<file path="config.mk">
export PLATFORM = sky130hd
export DESIGN_NAME = key_scan_debounce_to_midi_notes_core
export DESIGN_NICKNAME = d
export VERILOG_FILES = /design/src/rtl/ksd_pkg.sv /design/src/rtl/ksd_front.sv /design/src/rtl/ksd_queue.sv /design/src/rtl/ksd_back.sv /design/src/rtl/key_scan_debounce_to_midi_notes_core.sv
export VERILOG_INCLUDE_DIRS = /design/src /design/src/rtl
export SDC_FILE = /design/constraint.sdc
export NUM_CORES = 1
export LEC_CHECK = 0
export BUFFER_PORTS_ARGS = -buffer_cell sky130_fd_sc_hd__buf_2
export CORE_MARGIN = 4
export CORE_UTILIZATION = 35
export CTS_BUF_LIST = sky130_fd_sc_hd__clkbuf_4 sky130_fd_sc_hd__clkbuf_8 sky130_fd_sc_hd__clkbuf_16
export CTS_CLUSTER_DIAMETER = 30
export CTS_CLUSTER_SIZE = 16
export DETAILED_ROUTE_END_ITERATION = 12
export HOLD_SLACK_MARGIN = 0.15
export PLACE_DENSITY_LB_ADDON = 0.08
export SLEW_MARGIN = 30
export SYNTH_ARGS = -nofsm -noshare
export SYNTH_HDL_FRONTEND = slang
export SYNTH_SLANG_ARGS = --single-unit
</file>
<file path="constraint.sdc">
create_clock -name clk -period 12.75 [get_ports clk]
set_clock_uncertainty 0.2 [all_clocks]
set_input_delay 2.55 -clock clk [delete_from_list [all_inputs] [get_ports clk]]
set_output_delay 2.55 -clock clk [all_outputs]
set_load 0.02 [all_outputs]
</file>
<file path="src/rtl/key_scan_debounce_to_midi_notes_core_defines.svh">
// Assertion macros shared by the key scan debounce RTL.
`ifndef KEY_SCAN_DEBOUNCE_TO_MIDI_NOTES_CORE_DEFINES_SVH
`define KEY_SCAN_DEBOUNCE_TO_MIDI_NOTES_CORE_DEFINES_SVH

// A condition that must hold at every clock edge outside reset.
`define KSD_ASSERT_ALWAYS(lbl, cond) \
  lbl: assert property (@(posedge clk) disable iff (!rst_n) (cond)) \
    else $error("ksd invariant violated");

// A consequence that must hold in the same cycle as its antecedent.
`define KSD_ASSERT_IMPLY(lbl, ante, cons) \
  lbl: assert property (@(posedge clk) disable iff (!rst_n) (ante) |-> (cons)) \
    else $error("ksd implication violated");

`endif

</file>
<file path="src/rtl/ksd_pkg.sv">
// Shared types, constants and helper functions of the key scan debounce block.
`default_nettype none

package ksd_pkg;

  localparam int unsigned KEY_MASK_W = 14;
  localparam int unsigned NOTE_KEYS  = 12;
  localparam int unsigned KEY_DOWN   = 12;
  localparam int unsigned KEY_UP     = 13;

  localparam int unsigned IN_TDATA_W  = 16;
  localparam int unsigned OUT_TDATA_W = 32;

  localparam logic [6:0] OCT_MIN   = 7'd24;
  localparam logic [6:0] OCT_MAX   = 7'd96;
  localparam logic [6:0] OCT_STEP  = 7'd12;
  localparam logic [6:0] OCT_RESET = 7'd60;

  localparam logic [7:0] THRESH_RESET = 8'd50;
  localparam logic [7:0] CNT_MAX      = 8'd255;
  localparam logic [6:0] VEL_RESET    = 7'd100;

  // Configuration register indexes.
  localparam logic [1:0] CFG_IDX_THRESHOLD = 2'd0;
  localparam logic [1:0] CFG_IDX_VELOCITY  = 2'd1;
  localparam logic [1:0] CFG_IDX_OCTAVE    = 2'd2;

  typedef enum logic [1:0] {
    EV_NOTE_ON  = 2'd0,
    EV_NOTE_OFF = 2'd1,
    EV_OCTAVE   = 2'd2
  } ev_kind_t;

  typedef struct packed {
    logic       we;
    logic [1:0] index;
    logic [7:0] data;
  } cfg_wr_t;

  typedef struct packed {
    logic [5:0] down;
    logic [5:0] up;
  } led_t;

  typedef struct packed {
    ev_kind_t   kind;
    logic [6:0] note;
    logic [6:0] vel;
    logic [5:0] down;
    logic [5:0] up;
    logic       last;
  } event_t;

  function automatic logic [6:0] clamp_octave(input logic [6:0] v);
    logic [6:0] r;
    if (v < OCT_MIN) begin
      r = OCT_MIN;
    end else if (v > OCT_MAX) begin
      r = OCT_MAX;
    end else begin
      r = v;
    end
    return r;
  endfunction

  function automatic led_t led_levels(input logic [6:0] oct);
    led_t l;
    l = '0;
    unique case (oct)
      7'd24:   l.down = 6'd60;
      7'd36:   l.down = 6'd40;
      7'd48:   l.down = 6'd20;
      7'd72:   l.up   = 6'd20;
      7'd84:   l.up   = 6'd40;
      7'd96:   l.up   = 6'd60;
      default: l = '0;
    endcase
    return l;
  endfunction

endpackage

`default_nettype wire

</file>
<file path="src/rtl/ksd_front.sv">
// Front end: debounces scans and turns a stable change into a queued job.
`default_nettype none

module ksd_front
  import ksd_pkg::*;
#(
  parameter int unsigned SCAN_W = 14
) (
  input  wire logic                  clk,
  input  wire logic                  rst_n,
  input  wire cfg_wr_t               cfg,
  input  wire logic                  in_tvalid,
  output logic                       in_tready,
  input  wire logic [SCAN_W-1:0]     scan,
  input  wire logic                  q_full,
  output logic                       q_push,
  output logic [2*SCAN_W-1:0]        q_job
);

  logic [SCAN_W-1:0] prev_r, prev_nxt;
  logic [SCAN_W-1:0] sent_r, sent_nxt;
  logic [7:0]        cnt_r, cnt_nxt;
  logic [7:0]        thresh_r, thresh_nxt;

  logic              accept;
  logic              equal;
  logic              fire;
  logic [7:0]        cnt_inc;
  logic [SCAN_W-1:0] emit;

  always_comb begin
    in_tready = !q_full;
    accept    = in_tvalid && in_tready;
    equal     = (scan == prev_r);
    cnt_inc   = (cnt_r == CNT_MAX) ? cnt_r : cnt_r + 8'd1;
    fire      = equal && (cnt_inc > thresh_r);

    // Releases of the octave keys produce nothing, so they are dropped here.
    for (int i = 0; i < int'(SCAN_W); i++) begin
      emit[i] = (scan[i] ^ sent_r[i]) && ((i < int'(NOTE_KEYS)) || scan[i]);
    end

    prev_nxt   = prev_r;
    sent_nxt   = sent_r;
    cnt_nxt    = cnt_r;
    thresh_nxt = thresh_r;
    q_push     = 1'b0;

    if (accept) begin
      prev_nxt = scan;
      if (!equal || fire) begin
        cnt_nxt = 8'd0;
      end else begin
        cnt_nxt = cnt_inc;
      end
      if (fire) begin
        sent_nxt = scan;
        q_push   = (emit != '0);
      end
    end

    if (cfg.we && (cfg.index == CFG_IDX_THRESHOLD)) begin
      thresh_nxt = cfg.data;
    end

    q_job = {scan, emit};
  end

  always_ff @(posedge clk) begin
    if (!rst_n) begin
      prev_r   <= '0;
      sent_r   <= '0;
      cnt_r    <= '0;
      thresh_r <= THRESH_RESET;
    end else begin
      prev_r   <= prev_nxt;
      sent_r   <= sent_nxt;
      cnt_r    <= cnt_nxt;
      thresh_r <= thresh_nxt;
    end
  end

endmodule

`default_nettype wire

</file>
<file path="src/rtl/ksd_queue.sv">
// Small job queue between the debounce front end and the event serializer.
`default_nettype none
`include "key_scan_debounce_to_midi_notes_core_defines.svh"

module ksd_queue #(
  parameter int unsigned WIDTH = 28,
  parameter int unsigned DEPTH = 2
) (
  input  wire logic             clk,
  input  wire logic             rst_n,
  input  wire logic             push,
  input  wire logic [WIDTH-1:0] wr_data,
  output logic                  full,
  input  wire logic             pop,
  output logic [WIDTH-1:0]      rd_data,
  output logic                  empty
);

  localparam int unsigned PW = (DEPTH > 1) ? $clog2(DEPTH) : 1;
  localparam int unsigned CW = $clog2(DEPTH + 1);

  logic [WIDTH-1:0] slot_r [DEPTH];
  logic [PW-1:0]    wr_ptr_r, wr_ptr_nxt;
  logic [PW-1:0]    rd_ptr_r, rd_ptr_nxt;
  logic [CW-1:0]    count_r, count_nxt;

  always_comb begin
    full    = (count_r == CW'(DEPTH));
    empty   = (count_r == '0);
    rd_data = slot_r[rd_ptr_r];

    wr_ptr_nxt = wr_ptr_r;
    rd_ptr_nxt = rd_ptr_r;
    if (push) begin
      wr_ptr_nxt = (wr_ptr_r == PW'(DEPTH - 1)) ? '0 : wr_ptr_r + PW'(1);
    end
    if (pop) begin
      rd_ptr_nxt = (rd_ptr_r == PW'(DEPTH - 1)) ? '0 : rd_ptr_r + PW'(1);
    end

    unique case ({push, pop})
      2'b10:   count_nxt = count_r + CW'(1);
      2'b01:   count_nxt = count_r - CW'(1);
      default: count_nxt = count_r;
    endcase
  end

  always_ff @(posedge clk) begin
    if (!rst_n) begin
      wr_ptr_r <= '0;
      rd_ptr_r <= '0;
      count_r  <= '0;
    end else begin
      wr_ptr_r <= wr_ptr_nxt;
      rd_ptr_r <= rd_ptr_nxt;
      count_r  <= count_nxt;
    end
  end

  always_ff @(posedge clk) begin
    if (push) begin
      slot_r[wr_ptr_r] <= wr_data;
    end
  end

  `KSD_ASSERT_ALWAYS(a_count_bound, count_r <= CW'(DEPTH))
  `KSD_ASSERT_IMPLY(a_no_overflow, push && !pop, !full)

endmodule

`default_nettype wire

</file>
<file path="src/rtl/ksd_back.sv">
// Back end: walks the changed keys of a job and emits one event per cycle while out_tready is high.
`default_nettype none
`include "key_scan_debounce_to_midi_notes_core_defines.svh"

module ksd_back
  import ksd_pkg::*;
#(
  parameter int unsigned SCAN_W = 14
) (
  input  wire logic                  clk,
  input  wire logic                  rst_n,
  input  wire cfg_wr_t               cfg,
  input  wire logic                  q_empty,
  output logic                       q_pop,
  input  wire logic [2*SCAN_W-1:0]   q_job,
  output logic                       out_tvalid,
  input  wire logic                  out_tready,
  output event_t                     out_ev
);

  logic              busy_r, busy_nxt;
  logic [SCAN_W-1:0] work_r, work_nxt;
  logic [SCAN_W-1:0] press_r, press_nxt;
  logic [6:0]        oct_r, oct_nxt;
  logic [6:0]        vel_r, vel_nxt;
  logic              out_valid_r, out_valid_nxt;
  event_t            out_ev_r, out_ev_nxt;

  logic [SCAN_W-1:0] lowbit;
  logic [SCAN_W-1:0] rest;
  logic [3:0]        idx;
  logic              is_note, is_down, is_up, pressed;
  logic              step, last_ev;
  logic [6:0]        oct_down, oct_up, new_oct;
  led_t              leds;

  always_comb begin
    // Isolate the lowest pending key so events go out from key 0 upward.
    lowbit  = work_r & (~work_r + SCAN_W'(1));
    rest    = work_r & ~lowbit;
    pressed = |(lowbit & press_r);
    idx     = '0;
    is_note = 1'b0;
    is_down = 1'b0;
    is_up   = 1'b0;
    for (int i = 0; i < int'(SCAN_W); i++) begin
      if (lowbit[i]) begin
        idx = 4'(i);
        if (i < int'(NOTE_KEYS)) begin
          is_note = 1'b1;
        end else if (i == int'(KEY_DOWN)) begin
          is_down = 1'b1;
        end else if (i == int'(KEY_UP)) begin
          is_up = 1'b1;
        end
      end
    end

    oct_down = (oct_r < OCT_MIN + OCT_STEP) ? OCT_MIN : oct_r - OCT_STEP;
    oct_up   = clamp_octave(oct_r + OCT_STEP);
    new_oct  = is_down ? oct_down : (is_up ? oct_up : oct_r);
    leds     = led_levels(new_oct);

    step    = busy_r && (!out_valid_r || out_tready);
    last_ev = (rest == '0);
    q_pop   = !q_empty && (!busy_r || (step && last_ev));

    out_ev_nxt = out_ev_r;
    if (step) begin
      if (is_note) begin
        out_ev_nxt.kind = pressed ? EV_NOTE_ON : EV_NOTE_OFF;
        out_ev_nxt.note = {3'b000, idx} + oct_r;
        out_ev_nxt.vel  = pressed ? vel_r : 7'd0;
        out_ev_nxt.down = 6'd0;
        out_ev_nxt.up   = 6'd0;
      end else begin
        out_ev_nxt.kind = EV_OCTAVE;
        out_ev_nxt.note = 7'd0;
        out_ev_nxt.vel  = 7'd0;
        out_ev_nxt.down = leds.down;
        out_ev_nxt.up   = leds.up;
      end
      out_ev_nxt.last = last_ev;
    end
    out_valid_nxt = step || (out_valid_r && !out_tready);

    busy_nxt  = busy_r;
    work_nxt  = work_r;
    press_nxt = press_r;
    if (q_pop) begin
      busy_nxt  = 1'b1;
      work_nxt  = q_job[SCAN_W-1:0];
      press_nxt = q_job[2*SCAN_W-1:SCAN_W];
    end else if (step) begin
      busy_nxt = !last_ev;
      work_nxt = rest;
    end

    oct_nxt = oct_r;
    vel_nxt = vel_r;
    if (cfg.we && (cfg.index == CFG_IDX_OCTAVE)) begin
      oct_nxt = clamp_octave(cfg.data[6:0]);
    end else if (step) begin
      oct_nxt = new_oct;
    end
    if (cfg.we && (cfg.index == CFG_IDX_VELOCITY)) begin
      vel_nxt = cfg.data[6:0];
    end

    out_tvalid = out_valid_r;
    out_ev     = out_ev_r;
  end

  always_ff @(posedge clk) begin
    if (!rst_n) begin
      busy_r      <= 1'b0;
      out_valid_r <= 1'b0;
      oct_r       <= OCT_RESET;
      vel_r       <= VEL_RESET;
    end else begin
      busy_r      <= busy_nxt;
      out_valid_r <= out_valid_nxt;
      oct_r       <= oct_nxt;
      vel_r       <= vel_nxt;
    end
  end

  always_ff @(posedge clk) begin
    work_r   <= work_nxt;
    press_r  <= press_nxt;
    out_ev_r <= out_ev_nxt;
  end

  `KSD_ASSERT_IMPLY(a_busy_has_work, busy_r, work_r != '0)
  `KSD_ASSERT_ALWAYS(a_octave_range, (oct_r >= OCT_MIN) && (oct_r <= OCT_MAX))

endmodule

`default_nettype wire

</file>
<file path="src/rtl/key_scan_debounce_to_midi_notes_core.sv">
// Top level of the key scan debounce to MIDI note event block.
//
// The in_ stream carries one key scan per beat. The block debounces it and,
// once the scan has been stable long enough, emits one out_ beat for each
// changed key but a released octave key, key 0 first; out_tlast marks the
// last beat of that scan. A new scan is accepted every cycle while the job
// queue has room; scans that cause no events only update the debounce state.
// An accepted scan goes through the job queue into the serializer, whose
// output register holds each event; events follow one per cycle while
// out_tready is high (at most 14 per scan); the single event serializer sets
// that rate, and an idle serializer first loads a job before its first event.
// When out_tready is low the current event is held and the serializer
// stops; the queue then fills and in_tready drops.
// Reset clears the debounce state, the queue and the output valid flag and
// loads the registers with threshold 50, velocity 100 and octave 60.
// A write to register 2 also reloads the current octave (clamped to 24..96).
`default_nettype none

module key_scan_debounce_to_midi_notes_core
  import ksd_pkg::*;
#(
  parameter int unsigned NUM_KEYS    = 14,
  parameter int unsigned QUEUE_DEPTH = 2
) (
  input  wire logic                   clk,
  input  wire logic                   rst_n,
  input  wire logic                   in_tvalid,
  output logic                        in_tready,
  input  wire logic [IN_TDATA_W-1:0]  in_tdata,   // key_mask[13:0], zero pad
  output logic                        out_tvalid,
  input  wire logic                   out_tready,
  // event_kind[1:0], note_number[8:2], velocity[15:9], down_led_level[21:16],
  // up_led_level[27:22], zero pad
  output logic [OUT_TDATA_W-1:0]      out_tdata,
  output logic                        out_tlast,
  input  wire logic                   cfg_we,
  input  wire logic [1:0]             cfg_index,
  input  wire logic [7:0]             cfg_wdata
);

  localparam int unsigned SCAN_W = (NUM_KEYS < KEY_MASK_W) ? NUM_KEYS : KEY_MASK_W;

  cfg_wr_t             cfg;
  logic                q_push, q_pop, q_full, q_empty;
  logic [2*SCAN_W-1:0] job_in, job_out;
  event_t              ev;

  always_comb begin
    cfg.we    = cfg_we;
    cfg.index = cfg_index;
    cfg.data  = cfg_wdata;
  end

  ksd_front #(
    .SCAN_W (SCAN_W)
  ) u_front (
    .clk       (clk),
    .rst_n     (rst_n),
    .cfg       (cfg),
    .in_tvalid (in_tvalid),
    .in_tready (in_tready),
    .scan      (in_tdata[SCAN_W-1:0]),
    .q_full    (q_full),
    .q_push    (q_push),
    .q_job     (job_in)
  );

  ksd_queue #(
    .WIDTH (2 * SCAN_W),
    .DEPTH (QUEUE_DEPTH)
  ) u_queue (
    .clk     (clk),
    .rst_n   (rst_n),
    .push    (q_push),
    .wr_data (job_in),
    .full    (q_full),
    .pop     (q_pop),
    .rd_data (job_out),
    .empty   (q_empty)
  );

  ksd_back #(
    .SCAN_W (SCAN_W)
  ) u_back (
    .clk        (clk),
    .rst_n      (rst_n),
    .cfg        (cfg),
    .q_empty    (q_empty),
    .q_pop      (q_pop),
    .q_job      (job_out),
    .out_tvalid (out_tvalid),
    .out_tready (out_tready),
    .out_ev     (ev)
  );

  assign out_tdata = {4'b0000, ev.up, ev.down, ev.vel, ev.note, ev.kind};
  assign out_tlast = ev.last;

endmodule

`default_nettype wire

</file>
==> run metrics <==
Die Y=between 150 and 200 microns; GRT Overall Usage=0.135; clock buffer depth=2; FMAX=between 150 and 200 MHz; Overflow after GRT=0; top_reg_cell synth=edfxtp_1; largest net degree at the start of global routing=between 60 and 70; period utilisation layout=0.393; Synth area leader=edfxtp_1; utilization after layout=0.403; std cell rows=56; critical path launch point type=input port; Slew HR=0.479; Filler cells=2324; sequential share of the synthesized area=0.526; TritonCTS clock tree=yes; Synth-to-Final Area Change=12.5%; Post-Place Cell Area=0.00892 sq mm; Lkg Pwr=around 0.0035 uW; largest cells by area after synthesis=edfxtp_1 (37%), dfxtp_1 (15%), nand2_1 (3.9%); htree depth=4; Diodes inserted=0; Die X=164 microns; post-route cell area=0.00952 sq mm; worst vdd ir=approximately 92 uV; Die ar.=~0.027 sq mm; vias post-DR=roughly 5600; share of flip-flops with an asynchronous set or reset=0; CTS sink count=between 150 and 200; Worst Tran Pin Value=just under 0.8 ns; # hold bufs at CTS=0; Remaining DRCs=0; RSZ-0062 raised after global routing=false; Hold Crit Class=reg2reg; final hold viol count=0; DR vias/cell=4.96; crit path DAT=around 4.9 ns; Clock Tree Root=clkbuf_16; Worst-Skew Late Latency=between 0.4 and 0.5 ns; critical path class=in2reg; Routed WL=between 15 and 20 mm; Worst-path clk slew=around 0.07 ns; Post-Synthesis Cells=between 700 and 800; TNS Setup=0 ns; Syn Area/Cell=between 10 and 15 sq um; placed insts=1104; Final Power=1160 uW; final setup fails=0; HPWL after DPL=roughly 13 mm; post-CTS setup buffer count=0; number of global-route vias before repair=~5400; CTS Buf Count=17; initial antenna violation count=0; # IOs=66; 1st-pass router iterations=4; first-pass GRT wire length=28.6 mm; max-slew violations=0; post-route insts no fill=between 1000 and 1500; total core area=0.0236 sq mm; Nets=approximately 850; MaxCap Viol Count=0; outcome=complete, no violations; CP Max Fanout=15; GP Congestion=roughly 0.76; P per Cell Area=~120 mW/mm^2; ANT nets after route=0; number of synthesized flops with an enable pin=around 110; Mapped Area=around 0.0085 sq mm; Yosys reg bits=170; Tmin final=roughly 5 ns; Crit. End Element=flop; YS warnings=0; layout cells sized above 1=0.169; drt initial violations=about 350; Multi-input gate area=around 0.0037 sq mm; Starting Density=0.358; cts repair resizes=0; WL/cell=15.6 microns; Synth top area share=0.373; synth unique cells=81; Critical Path RT=12.66 ns; # port buffers=55; Sequential Area=between 0.004 and 0.005 sq mm
[sequential cells by signal (all words and copies together), names as in the netlist, 2 cells and up, named ones only]
signal	cells
u_back.press_r	14
u_front.thresh_r	8
u_front.cnt_r	8
u_back.oct_r	7
u_back.vel_r	7
u_back.out_ev	21
u_front.sent_r	14
u_queue.count_r	2
u_queue.slot_r	56
u_front.prev_r	14
u_back.work_r	14
[worst max-delay path, stage by stage]
cell,delay [ns]
buf_2,0.14
xnor2_1,0.21
nand4_1,0.12
nor4_1,0.40
nand3_1,0.17
a211o_1,0.36
nor2_2,0.60
buf_4,0.36
[report_power, final]
| part | internal (uW) | total [uW] | switching (uW) |
|---|---|---|---|
| registers | 585 | 591 | 5.60 |
| logic | 19.4 | 49.8 | 30.4 |
| clock network | 284 | 520 | 236 |
| total | 888 | 1160 | 272 |
[per-layer routing]
| metal | GRT usage | up-vias | wire length, microns |
|---|---|---|---|
| met4 | 0.0400 | 0 | 220 |
| met2 | 0.216 | 88 | 8410 |
| met3 | 0.0303 | 19 | 580 |
| li1 | - | 2854 | - |
| met1 | 0.184 | 2678 | 8470 |
| met5 | 0 | - | 0 |
[cells by family (layout without fill, tap and decap cells)]
kind of cell,after synthesis,after routing,share of synthesized area
xor gates and xnor gates,38,38,0.0402
DFF,170,170,0.526
muxes,38,38,0.0473
and+or+nand+nor,266,266,0.174
other,1,8,0.000443
adders and majority gates,21,21,0.0312
AOI/OAI and AO/OA,159,159,0.135
buffers and inverters,81,117,0.0458
[metrics by stage]
stage	setup slack, ns	hold WS (ns)
final	7.74	0.275
after global placement	7.16	0.249
after detailed placement	7.16	0.262
after global routing	7.48	0.298
after floorplan	7.48	0.236
after CTS	7.60	0.279
[cell type report]
| class | count | share of cell area |
|---|---|---|
| Sequential cell | 170 | 0.468 |
| Multi-Input combinational cell | 530 | 0.384 |
| Clock buffer | 18 | 0.0455 |
| Tap cell | 319 | 0.0419 |
| Timing Repair Buffer | 61 | 0.0339 |
| Clock inverter | 14 | 0.0180 |
| Inverter | 24 | 0.00946 |
[cell usage in the layout (no fill, tap or decap), drive strengths merged, types with 12 or more instances in the layout]
cell    count
a21boi     36
a21oi      31
and2       23
buf        61
clkbuf     18
dfxtp      65
edfxtp    105
ha         17
inv        33
mux2       16
mux2i      22
nand2      89
nand3      25
nor2       33
nor2b      18
nor3       12
nor4       13
o211ai     15
o21ai      27
xnor2      22
xor2       16
[synthesized netlist by cell type (all sizes together) (2+ instances only)]
| cell | number |
|---|---|
| a221oi | 2 |
| nor2b | 18 |
| nand4 | 7 |
| o211ai | 15 |
| dfxtp | 65 |
| a21o | 6 |
| buf | 22 |
| o32ai | 3 |
| o21bai | 3 |
| mux2i | 22 |
| nor4b | 2 |
| o21ai | 27 |
| maj3 | 3 |
| a31oi | 7 |
| nand2 | 89 |
| xnor2 | 22 |
| a22oi | 3 |
| a31o | 3 |
| o21a | 3 |
| xor2 | 16 |
| or4 | 5 |
| nor3 | 12 |
| nor2 | 33 |
| and2 | 23 |
| and3b | 2 |
| nor4 | 13 |
| a21boi | 36 |
| and4 | 2 |
| a211oi | 2 |
| mux2 | 16 |
| nand3 | 25 |
| nand3b | 8 |
| edfxtp | 105 |
| ha | 17 |
| clkbuf | 35 |
| nor3b | 3 |
| a221o | 2 |
| a211o | 2 |
| and3 | 5 |
| a21oi | 31 |
| inv | 24 |
| o311ai | 2 |
| nand2b | 9 |
| or3 | 4 |
[path summary, 6_finish.rpt]
path                           start  slack, ns                    to  cells after the start
hold reg to reg   u_front.sent_r[12]       0.27    u_front.sent_r[12]                      2
setup / recovery         in_tdata[6]       7.74  u_queue.slot_r[0][7]                      8
hold / removal    u_front.sent_r[12]       0.27    u_front.sent_r[12]                      2
setup reg to reg    u_front.cnt_r[0]       8.18  u_queue.slot_r[0][7]                     12
Power figures use the tool's default switching activity.
